$ cat src/rtl/tlb_pkg.sv
package tlb_pkg;

   localparam int ENTRIES_DEFAULT     = 4;
   localparam int KEY_WIDTH_DEFAULT   = 19;
   localparam int FRAME_WIDTH_DEFAULT = 19;

   localparam logic CMD_LOOKUP = 1'b0;
   localparam logic CMD_FILL   = 1'b1;

   // Commands from the controller to the datapath.
   typedef struct packed {
      logic capture;
      logic search;
      logic update;
   } ctrl_cmd_type;

   // Status from the datapath to the controller.
   typedef struct packed {
      logic is_fill;
   } dp_status_type;

endpackage

$ cat src/rtl/tlb_lru_lookup_fill_core.sv
// Fully associative translation buffer with least-recently-used replacement.
// Request channel: drive req_command, req_key and req_frame_in with start high;
// the item is taken at a clock edge where start is high and busy is low.
// A lookup (command 0) returns one item on rsp_hit and rsp_frame_out, marked by
// rsp_strobe for a single cycle. A miss returns hit low and a zero frame and
// leaves the buffer unchanged.
// A fill (command 1) returns nothing; it writes the entry already holding the
// key, or else the least recently used entry.
// Each item runs through the steps capture, then the parallel key compare and
// victim search, then rank update and frame RAM access; a lookup adds a last
// step that presents the result of the frame RAM's registered read. A new
// item is taken only once the previous one is finished.
// The receiver cannot stall: a result is valid only in its strobe cycle.
// Synchronous reset invalidates all entries and sets each rank to its index;
// no clearing pass is needed, and start is honored in the cycle after reset.
module tlb_lru_lookup_fill_core #(
   parameter int ENTRIES     = tlb_pkg::ENTRIES_DEFAULT,
   parameter int KEY_WIDTH   = tlb_pkg::KEY_WIDTH_DEFAULT,
   parameter int FRAME_WIDTH = tlb_pkg::FRAME_WIDTH_DEFAULT
) (
   input  logic                   clock,
   input  logic                   reset,
   input  logic                   start,
   output logic                   busy,
   input  logic                   req_command,
   input  logic [KEY_WIDTH-1:0]   req_key,
   input  logic [FRAME_WIDTH-1:0] req_frame_in,
   output logic                   rsp_strobe,
   output logic                   rsp_hit,
   output logic [FRAME_WIDTH-1:0] rsp_frame_out
);

   tlb_pkg::ctrl_cmd_type  cmd;
   tlb_pkg::dp_status_type status;

   tlb_ctrl u_ctrl (
      .clock      (clock),
      .reset      (reset),
      .start      (start),
      .status     (status),
      .cmd        (cmd),
      .busy       (busy),
      .rsp_strobe (rsp_strobe)
   );

   tlb_dp #(
      .ENTRIES     (ENTRIES),
      .KEY_WIDTH   (KEY_WIDTH),
      .FRAME_WIDTH (FRAME_WIDTH)
   ) u_dp (
      .clock         (clock),
      .reset         (reset),
      .cmd           (cmd),
      .status        (status),
      .req_command   (req_command),
      .req_key       (req_key),
      .req_frame_in  (req_frame_in),
      .rsp_hit       (rsp_hit),
      .rsp_frame_out (rsp_frame_out)
   );

endmodule

$ cat src/rtl/tlb_ram.sv
module tlb_ram #(
   parameter int WIDTH = tlb_pkg::FRAME_WIDTH_DEFAULT,
   parameter int DEPTH = tlb_pkg::ENTRIES_DEFAULT
) (
   input  logic                     clock,
   input  logic                     wr_en,
   input  logic                     rd_en,
   input  logic [$clog2(DEPTH)-1:0] addr,
   input  logic [WIDTH-1:0]         wr_data,
   output logic [WIDTH-1:0]         rd_data
);

   logic [WIDTH-1:0] mem_ff [DEPTH];
   logic [WIDTH-1:0] rd_data_ff;

   always_ff @(posedge clock) begin
      if (wr_en) begin
         mem_ff[addr] <= wr_data;
      end
      if (rd_en) begin
         rd_data_ff <= mem_ff[addr];
      end
   end

   assign rd_data = rd_data_ff;

endmodule

$ cat src/rtl/tlb_ctrl.sv
module tlb_ctrl (
   input  logic                   clock,
   input  logic                   reset,
   input  logic                   start,
   input  tlb_pkg::dp_status_type status,
   output tlb_pkg::ctrl_cmd_type  cmd,
   output logic                   busy,
   output logic                   rsp_strobe
);

   typedef enum logic [3:0] {
      ST_IDLE    = 4'b0001,
      ST_SEARCH  = 4'b0010,
      ST_UPDATE  = 4'b0100,
      ST_RESPOND = 4'b1000
   } state_type;

   state_type state_ff, state_in;

   always_comb begin
      state_in = state_ff;
      cmd      = '0;
      case (state_ff)
         ST_IDLE: begin
            if (start) begin
               cmd.capture = 1'b1;
               state_in    = ST_SEARCH;
            end
         end
         ST_SEARCH: begin
            cmd.search = 1'b1;
            state_in   = ST_UPDATE;
         end
         ST_UPDATE: begin
            cmd.update = 1'b1;
            state_in   = status.is_fill ? ST_IDLE : ST_RESPOND;
         end
         ST_RESPOND: begin
            state_in = ST_IDLE;
         end
         default: begin
            state_in = ST_IDLE;
         end
      endcase
   end

   always_ff @(posedge clock) begin
      if (reset) begin
         state_ff <= ST_IDLE;
      end else begin
         state_ff <= state_in;
      end
   end

   assign busy       = (state_ff != ST_IDLE);
   assign rsp_strobe = (state_ff == ST_RESPOND);

endmodule

$ cat src/rtl/tlb_dp.sv
module tlb_dp #(
   parameter int ENTRIES     = tlb_pkg::ENTRIES_DEFAULT,
   parameter int KEY_WIDTH   = tlb_pkg::KEY_WIDTH_DEFAULT,
   parameter int FRAME_WIDTH = tlb_pkg::FRAME_WIDTH_DEFAULT
) (
   input  logic                   clock,
   input  logic                   reset,
   input  tlb_pkg::ctrl_cmd_type  cmd,
   output tlb_pkg::dp_status_type status,
   input  logic                   req_command,
   input  logic [KEY_WIDTH-1:0]   req_key,
   input  logic [FRAME_WIDTH-1:0] req_frame_in,
   output logic                   rsp_hit,
   output logic [FRAME_WIDTH-1:0] rsp_frame_out
);

   localparam int IDX_W = $clog2(ENTRIES);

   logic                   cmd_ff;
   logic [KEY_WIDTH-1:0]   key_ff;
   logic [FRAME_WIDTH-1:0] frame_ff;

   logic                 valid_ff [ENTRIES];
   logic [KEY_WIDTH-1:0] entry_key_ff [ENTRIES];
   logic [IDX_W-1:0]     rank_ff [ENTRIES];

   logic             hit_ff;
   logic [IDX_W-1:0] idx_ff;
   logic [IDX_W-1:0] old_rank_ff;

   logic [ENTRIES-1:0] match;
   logic [ENTRIES-1:0] lowest;
   logic [ENTRIES-1:0] sel;
   logic               any_match;
   logic [IDX_W-1:0]   sel_idx;
   logic [IDX_W-1:0]   sel_rank;

   logic             do_promote;
   logic             ram_wr;
   logic             ram_rd;
   logic [FRAME_WIDTH-1:0] ram_rdata;

   always_ff @(posedge clock) begin
      if (cmd.capture) begin
         cmd_ff   <= req_command;
         key_ff   <= req_key;
         frame_ff <= req_frame_in;
      end
   end

   // Keys are unique among valid entries, so at most one bit of match is set,
   // and exactly one entry holds rank zero.
   always_comb begin
      sel_idx  = '0;
      sel_rank = '0;
      for (int i = 0; i < ENTRIES; i++) begin
         match[i]  = valid_ff[i] && (entry_key_ff[i] == key_ff);
         lowest[i] = (rank_ff[i] == '0);
      end
      any_match = |match;
      sel       = any_match ? match : lowest;
      for (int i = 0; i < ENTRIES; i++) begin
         sel_idx  = sel_idx  | (sel[i] ? IDX_W'(i) : '0);
         sel_rank = sel_rank | (sel[i] ? rank_ff[i] : '0);
      end
   end

   always_ff @(posedge clock) begin
      if (cmd.search) begin
         hit_ff      <= any_match;
         idx_ff      <= sel_idx;
         old_rank_ff <= sel_rank;
      end
   end

   assign do_promote = cmd.update && ((cmd_ff == tlb_pkg::CMD_FILL) || hit_ff);
   assign ram_wr     = cmd.update && (cmd_ff == tlb_pkg::CMD_FILL);
   assign ram_rd     = cmd.update && (cmd_ff == tlb_pkg::CMD_LOOKUP) && hit_ff;

   always_ff @(posedge clock) begin
      if (reset) begin
         for (int i = 0; i < ENTRIES; i++) begin
            valid_ff[i] <= 1'b0;
            rank_ff[i]  <= IDX_W'(i);
         end
      end else begin
         for (int i = 0; i < ENTRIES; i++) begin
            if (do_promote) begin
               if (idx_ff == IDX_W'(i)) begin
                  rank_ff[i] <= IDX_W'(ENTRIES - 1);
               end else if (rank_ff[i] > old_rank_ff) begin
                  rank_ff[i] <= rank_ff[i] - 1'b1;
               end
            end
            if (ram_wr && (idx_ff == IDX_W'(i))) begin
               valid_ff[i] <= 1'b1;
            end
         end
      end
   end

   always_ff @(posedge clock) begin
      if (ram_wr) begin
         entry_key_ff[idx_ff] <= key_ff;
      end
   end

   tlb_ram #(
      .WIDTH (FRAME_WIDTH),
      .DEPTH (ENTRIES)
   ) u_frame_ram (
      .clock   (clock),
      .wr_en   (ram_wr),
      .rd_en   (ram_rd),
      .addr    (idx_ff),
      .wr_data (frame_ff),
      .rd_data (ram_rdata)
   );

   assign status.is_fill = (cmd_ff == tlb_pkg::CMD_FILL);
   assign rsp_hit        = hit_ff;
   assign rsp_frame_out  = hit_ff ? ram_rdata : '0;

endmodule

$ cat config.mk
export PLATFORM = sky130hd
export DESIGN_NAME = tlb_lru_lookup_fill_core
export DESIGN_NICKNAME = d
export VERILOG_FILES = /design/src/rtl/tlb_pkg.sv /design/src/rtl/tlb_lru_lookup_fill_core.sv /design/src/rtl/tlb_ram.sv /design/src/rtl/tlb_ctrl.sv /design/src/rtl/tlb_dp.sv
export SDC_FILE = /design/constraint.sdc
export NUM_CORES = 1
export LEC_CHECK = 0
export ABC_AREA = 1
export ABC_CLOCK_PERIOD_IN_PS = 5300
export BUFFER_PORTS_ARGS = -buffer_cell sky130_fd_sc_hd__buf_2
export CAP_MARGIN = 25
export CELL_PAD_IN_SITES_DETAIL_PLACEMENT = 1
export CELL_PAD_IN_SITES_GLOBAL_PLACEMENT = 2
export CORE_ASPECT_RATIO = 0.9
export CORE_MARGIN = 3
export CORE_UTILIZATION = 44
export DETAILED_ROUTE_END_ITERATION = 6
export PLACE_DENSITY_LB_ADDON = 0.3
export SLEW_MARGIN = 0
export SYNTH_ARGS = -nofsm -noshare
export SYNTH_HDL_FRONTEND = slang
export SYNTH_SLANG_ARGS = --single-unit
$ cat constraint.sdc
create_clock -name clock -period 5.3 [get_ports clock]
set_input_delay 0.265 -clock clock [delete_from_list [all_inputs] [get_ports clock]]
set_output_delay 0.265 -clock clock [all_outputs]
set_load 0.01 [all_outputs]
== Yosys cells after proc, flatten, opt, wreduce, memory -nomap -nowiden ==
Memories as Yosys holds them, arrays and structs flattened. A register that Yosys moved wholly into a read port is not among the register bits.
Cells that the tools add are included.
Widths: inputs -> output; s select.

* Memory bits (writable): 164
* Memories kept: 4
* Logic and storage cells: 149
* Output and inout bits: 22
* Register bits after elaboration: 48
* Input port bits: 42

{| class="wikitable"
|+ Memory list
! name !! words !! width !! read ports !! clocked after Yosys merged registers in !! wr ports !! RTL line !! source
|-
| u_dp.entry_key_ff || 4 || 19 || 4 || 0 || 1 || tlb_dp.sv:24 || <nowiki>logic [KEY_WIDTH-1:0] entry_key_ff [ENTRIES];</nowiki>
|-
| u_dp.u_frame_ram.mem_ff || 4 || 19 || 1 || 1 || 1 || tlb_ram.sv:13 || <nowiki>logic [WIDTH-1:0] mem_ff [DEPTH];</nowiki>
|-
| u_dp.rank_ff || 4 || 2 || 4 || 0 || 4 || tlb_dp.sv:25 || <nowiki>logic [IDX_W-1:0] rank_ff [ENTRIES];</nowiki>
|-
| u_dp.valid_ff || 4 || 1 || 4 || 0 || 4 || tlb_dp.sv:23 || <nowiki>logic valid_ff [ENTRIES];</nowiki>
|}

* Equality and inequality tests: 13
* Muxes and demuxes: 80
* Reduce and logical (&&, ||, !) cells: 19
* Bitwise operators: 18
* Add/sub/neg operators: 4
* $lt $le $gt $ge: 4

{| class="wikitable"
|+ Operators with widths
! kind !! count
|-
| $eq 19x19->1 || 4
|-
| $mux 1 || 61
|-
| $mux 2 || 14
|-
| $mux 19 || 1
|-
| $logic_and 1x1->1 || 12
|-
| $mux 4 || 3
|-
| $or 1x1->1 || 12
|-
| $pmux 4 s3 || 1
|-
| $logic_not 2->1 || 5
|-
| $or 2x2->2 || 5
|-
| $gt 2x2->1 || 4
|-
| $sub 2x1->2 const B || 4
|-
| $eq 2x2->1 const B || 2
|-
| $eq 4x1->1 const B || 1
|-
| $eq 4x2->1 const B || 1
|-
| $eq 4x3->1 const B || 1
|-
| $eq 4x4->1 const B || 1
|-
| $ne 4x1->1 const B || 1
|-
| $reduce_or 4->1 || 1
|-
| $eq 2x1->1 const B || 1
|-
| $ne 2x2->1 const B || 1
|-
| $logic_or 1x1->1 || 1
|-
| $not 1->1 || 1
|}

== Depth between registers and ports, before layout ==
An unclocked memory read counts as a cell.

* Depth in word-level cells: 9
* Gate-level depth with buffers: 15

== Modules after synthesis ==
From an unflattened synthesis, not the netlist that was laid out.

* Cell total of the unflattened synthesis: 913
* Area, all modules: 9963.3 µm²

{| class="wikitable"
|+ Modules (own cells, without submodules)
! module !! cells each !! area each (µm²) !! seq. area each (µm²) !! times used
|-
| tlb_dp || 597 || 5972.0 || 3933.8 || 1
|-
| tlb_ram || 286 || 3789.9 || 2852.7 || 1
|-
| tlb_ctrl || 30 || 201.4 || 80.1 || 1
|}

== Least setup slack after synthesis ==
OpenSTA, ideal clock, no wires.

* Kind: reg-to-reg
* Start point: register u_ctrl.state_ff[0]
* End point: memory u_dp.entry_key_ff[0][0] in the netlist's numbering (enable)
* Clock period less this slack: 2.766 ns
* Path slack: 2.534 ns
* Cell stages (with the launch flop): 6
* Buffers on the path: 0
* Arrival: 2.331 ns
* Path through: dfxtp_1 > nor2_1 > nand3_1 > nor2_1 > inv_1 > nor2_1

* Cells in the longest elaborated chain, start to end: 5

{| class="wikitable"
|+ RTL lines
! what !! RTL line !! source
|-
| from (decl) || tlb_ctrl.sv:18 || <nowiki>state_type state_ff, state_in;</nowiki>
|-
| from (signal assigned) || tlb_ctrl.sv:51 || <nowiki>state_ff <= state_in;</nowiki>
|-
| $eq 4x3->1 || tlb_ctrl.sv:23 || <nowiki>case (state_ff)</nowiki>
|-
| $mux 1 || tlb_ctrl.sv:23 ||
|-
| $logic_and 1x1->1 || tlb_dp.sv:77 || <nowiki>assign ram_wr = cmd.update && (cmd_ff == tlb_pkg::CMD_FILL);</nowiki>
|-
| $mux 1 || tlb_dp.sv:103 || <nowiki>if (ram_wr) begin</nowiki>
|-
| $mux 1 (not written as such) || tlb_dp.sv:104 || <nowiki>entry_key_ff[idx_ff] <= key_ff;</nowiki>
|-
| to (decl) || tlb_dp.sv:24 ||
|}

Every way passes these cells.

== Worst setup path in the final report ==
* Start point: register u_dp.idx_ff[1]
* End point: memory u_dp.u_frame_ram.mem_ff[0][4] in the netlist's numbering (enable)

{| class="wikitable"
|+ RTL lines
! what !! RTL line !! source
|-
| from (decl) || tlb_dp.sv:28 || <nowiki>logic [IDX_W-1:0] idx_ff;</nowiki>
|-
| from (signal assigned) || tlb_dp.sv:71 || <nowiki>idx_ff <= sel_idx;</nowiki>
|-
| to (decl) || tlb_ram.sv:13 ||
|}

Straight into the memory's write port.

==> run summary <==
result of the run = completed
min Tclk post-route = 2379 ps
Num Clock Sinks = 231
async set-reset flop share out of synthesis = 0%
top routing layer in use = met4
number of inserted filler cells in the final layout = 2281
Total Neg Setup Slack = 0 ps
most common cell after layout, fill and taps aside = nand2_1
Critical Path End Type = register
number of library cell types mapped by synthesis = 29
maximum number of pins on one net before global-route repair = 40
area of combinational cells with multiple inputs = 2211 sq um
portion of synthesized cell area occupied by the leading cell type = 70.46%
Area Growth Syn to Fin = 19.16%
width of the die = 161.3 um
number of violations reported at the end of detailed-routing iteration 0 = 467
via count = 6264
I/O Buffers = 63
arrival time of data at the critical path endpoint = 2540 ps
Max Clk Rate = 420.3 MHz
power density of the placed cells = 336.0 nW/um^2
overall routed net length = 24.41 mm
pins over their slew limit = 0
average cell area after synthesis = 11.61 sq um
clock latency at the later pin of the worst-skew pair = 520 ps
count of nets after finishing = 1001
routability congestion estimate from global placement = 0.9006
standard cell core area = 21080 sq um
vertical die dimension = 145.7 um
clock-pin slew on the worst setup and hold paths = 60 ps
synthesized instance count = 822
CTS tree = done
Hold Worst Slack = 25.29 ps
type of the worst setup path = reg2reg
total congestion overflow after global routing = 0
Antenna Violating Nets Remaining = 0
placed cell count = 1168
effective utilization at floorplan = 45.28%
number of cell rows = 50
register cell area after layout = 6867 sq um
data required time of the critical path = 5460 ps
Synthesis Warnings = 0
path type of the worst min-delay path = in2reg
global-route wire length before repair = 38.68 mm
dominant cells by area after synthesis = edfxtp_1 (70%), nand2_1 (9.4%), inv_1 (4.4%)
sum of met3 wire segment lengths after detailed routing = 878 um
H-Tree Level Count = 1
worst vdd rail ir drop = 0.2539 mV
area of the die = 23500 sq um
summed instance area of the synthesized netlist = 9547 sq um
largest driver fanout on the critical path = 25
number of antenna violations at the first check in global routing = 0
top-level I/O count = 64
utilization after layout = 53.96%
TritonRoute pass-1 iters = 5
library cell occupying the most area in the post-synthesis netlist = edfxtp_1
RSZ-0062 raised after global routing = no
Seq/Total Area, Yosys = 71.93%
number of enable flip-flop cells after synthesis = 224
total global-route track usage = 21.14%
leakage power of the design = 4.748 nW
skew final = 18.08 ps
Worst Tran Pin Value = 955.8 ps
post-synthesis net count = 876
dominant register cell in the synthesized netlist = edfxtp_1
met1 wire length = 11.08 mm
buffer count from post-CTS setup fixing = 0
number of global-route vias before repair = 6999
highest-count cells in the layout ignoring fill and taps = nand2_1 (240), edfxtp_1 (224), inv_1 (112)
count of endpoints failing hold in the final timing report = 0
flip-flop and latch count after synthesis = 231
worst max-slew margin expressed relative to the limit = 36.28%
share of final-layout standard cells stronger than drive strength 1 = 13.29%
category of the worst setup path launch point = register
diodes inserted = 0
number of vias per cell after detailed routing = 5.015
count of placed standard cells in the final layout, fillers left out = 1249
TritonCTS buffer count = 24
part of the cycle the worst path needs = 44.89%
CTS Root Buffer Type = clkbuf_16
number of maximum-capacitance constraint violations = 0
metal2 WL = 11.97 mm
average detailed-routed wire length per instance = 19.54 um
final setup violation count = 0
post-DP HPWL = 15.93 mm
number of design rule violations left after detail routing = 0
Longest Clk Path Bufs = 3
-- cell usage after synthesis (4+ instances only) --
| library cell | n |
|---|---|
| nand3_2 | 4 |
| nand2_1 | 240 |
| xnor2_1 | 4 |
| nand2_2 | 4 |
| xor2_1 | 5 |
| inv_1 | 112 |
| nor2_1 | 78 |
| nor3_1 | 6 |
| nand4_1 | 8 |
| ha_1 | 12 |
| o21ai_0 | 21 |
| inv_2 | 11 |
| o21ai_1 | 5 |
| nand3_1 | 10 |
| edfxtp_1 | 224 |
| a22oi_1 | 36 |
| dfxtp_1 | 7 |
| a21oi_1 | 6 |
| clkbuf_1 | 11 |
-- metrics by stage --
step	power, mW	instance area [sq um]	worst slack [ps]
after global routing	3.955	11380	2763
after CTS	3.860	11380	2886
after floorplan	2.201	9547	2534
after detailed placement	2.281	10280	2941
final	3.823	11380	2921
after global placement	2.270	10280	2992
-- final cells by class --
type                    count  share of cell area (%)
clock inverters             7                  0.5939
multi-input cells         456                   19.43
inverters                 124                   4.092
flip-flops and latches    231                   60.36
clock buffers              35                   5.642
repair buffers            110                   6.731
well taps                 286                   3.146
-- power by group --
| group | switching (mW) | total (mW) | internal [mW] |
|---|---|---|---|
| Sequential | 0.0444 | 2.09 | 2.05 |
| Clock | 0.670 | 1.56 | 0.887 |
| Combinational | 0.107 | 0.173 | 0.0657 |
| Total | 0.822 | 3.82 | 3.00 |
-- cells by family after synthesis --
family	synth area share, %
DFF	71.93
buffers and inverters	5.308
xor gates and xnor gates	0.8256
AOI/OAI and AO/OA	4.928
and+or+nand+nor	15.44
adders and majority gates	1.573
-- worst paths after layout --
| path | slack (ps) | depth (start not counted) | startpoint | to |
|---|---|---|---|---|
| setup reg to reg | 2920 | 5 | u_dp.idx_ff[1]$_DFFE_PP_ | u_dp.u_frame_ram.mem_ff[0][4]$_DFFE_PP_ |
| hold / removal | 30 | 2 | start | u_ctrl.state_ff[0]$_SDFFE_PP1P_ |
| setup / recovery | 2920 | 5 | u_dp.idx_ff[1]$_DFFE_PP_ | u_dp.u_frame_ram.mem_ff[0][4]$_DFFE_PP_ |
| hold reg to reg | 480 | 2 | u_dp.valid_ff[2]$_DFF_P_ | u_dp.valid_ff[2]$_DFF_P_ |
-- registers in the layout, summed over array words and instances (netlist names) --
signal                    cells
u_dp.rank_ff                  8
u_dp.u_frame_ram.mem_ff      76
u_dp.old_rank_ff              2
u_dp.status                   1
u_dp.u_frame_ram.rd_data     19
u_dp.key_ff                  19
u_dp.rsp_hit                  1
u_dp.valid_ff                 4
u_dp.idx_ff                   2
u_dp.entry_key_ff            76
u_ctrl.state_ff               4
u_dp.frame_ff                19
-- layer usage --
metal	GRT usage, %	vias up
met5	0	-
met4	4.602	0
met3	2.931	34
met2	36.17	117
met1	29.06	3111
li1	-	3002
-- worst max-delay path: stages (launching register included) --
cell and delay (ps):
edfxtp_1 430, nor2_1 120, buf_4 300, inv_1 170, nor2_4 510, buf_4 480
-- what timing repair did --
action,CTS,global route
hold endpoints to repair,39,0
hold buffers,39,0
setup endpoints to repair,0,0
gates resized for setup,0,0
Power figures use the tool's default switching activity.
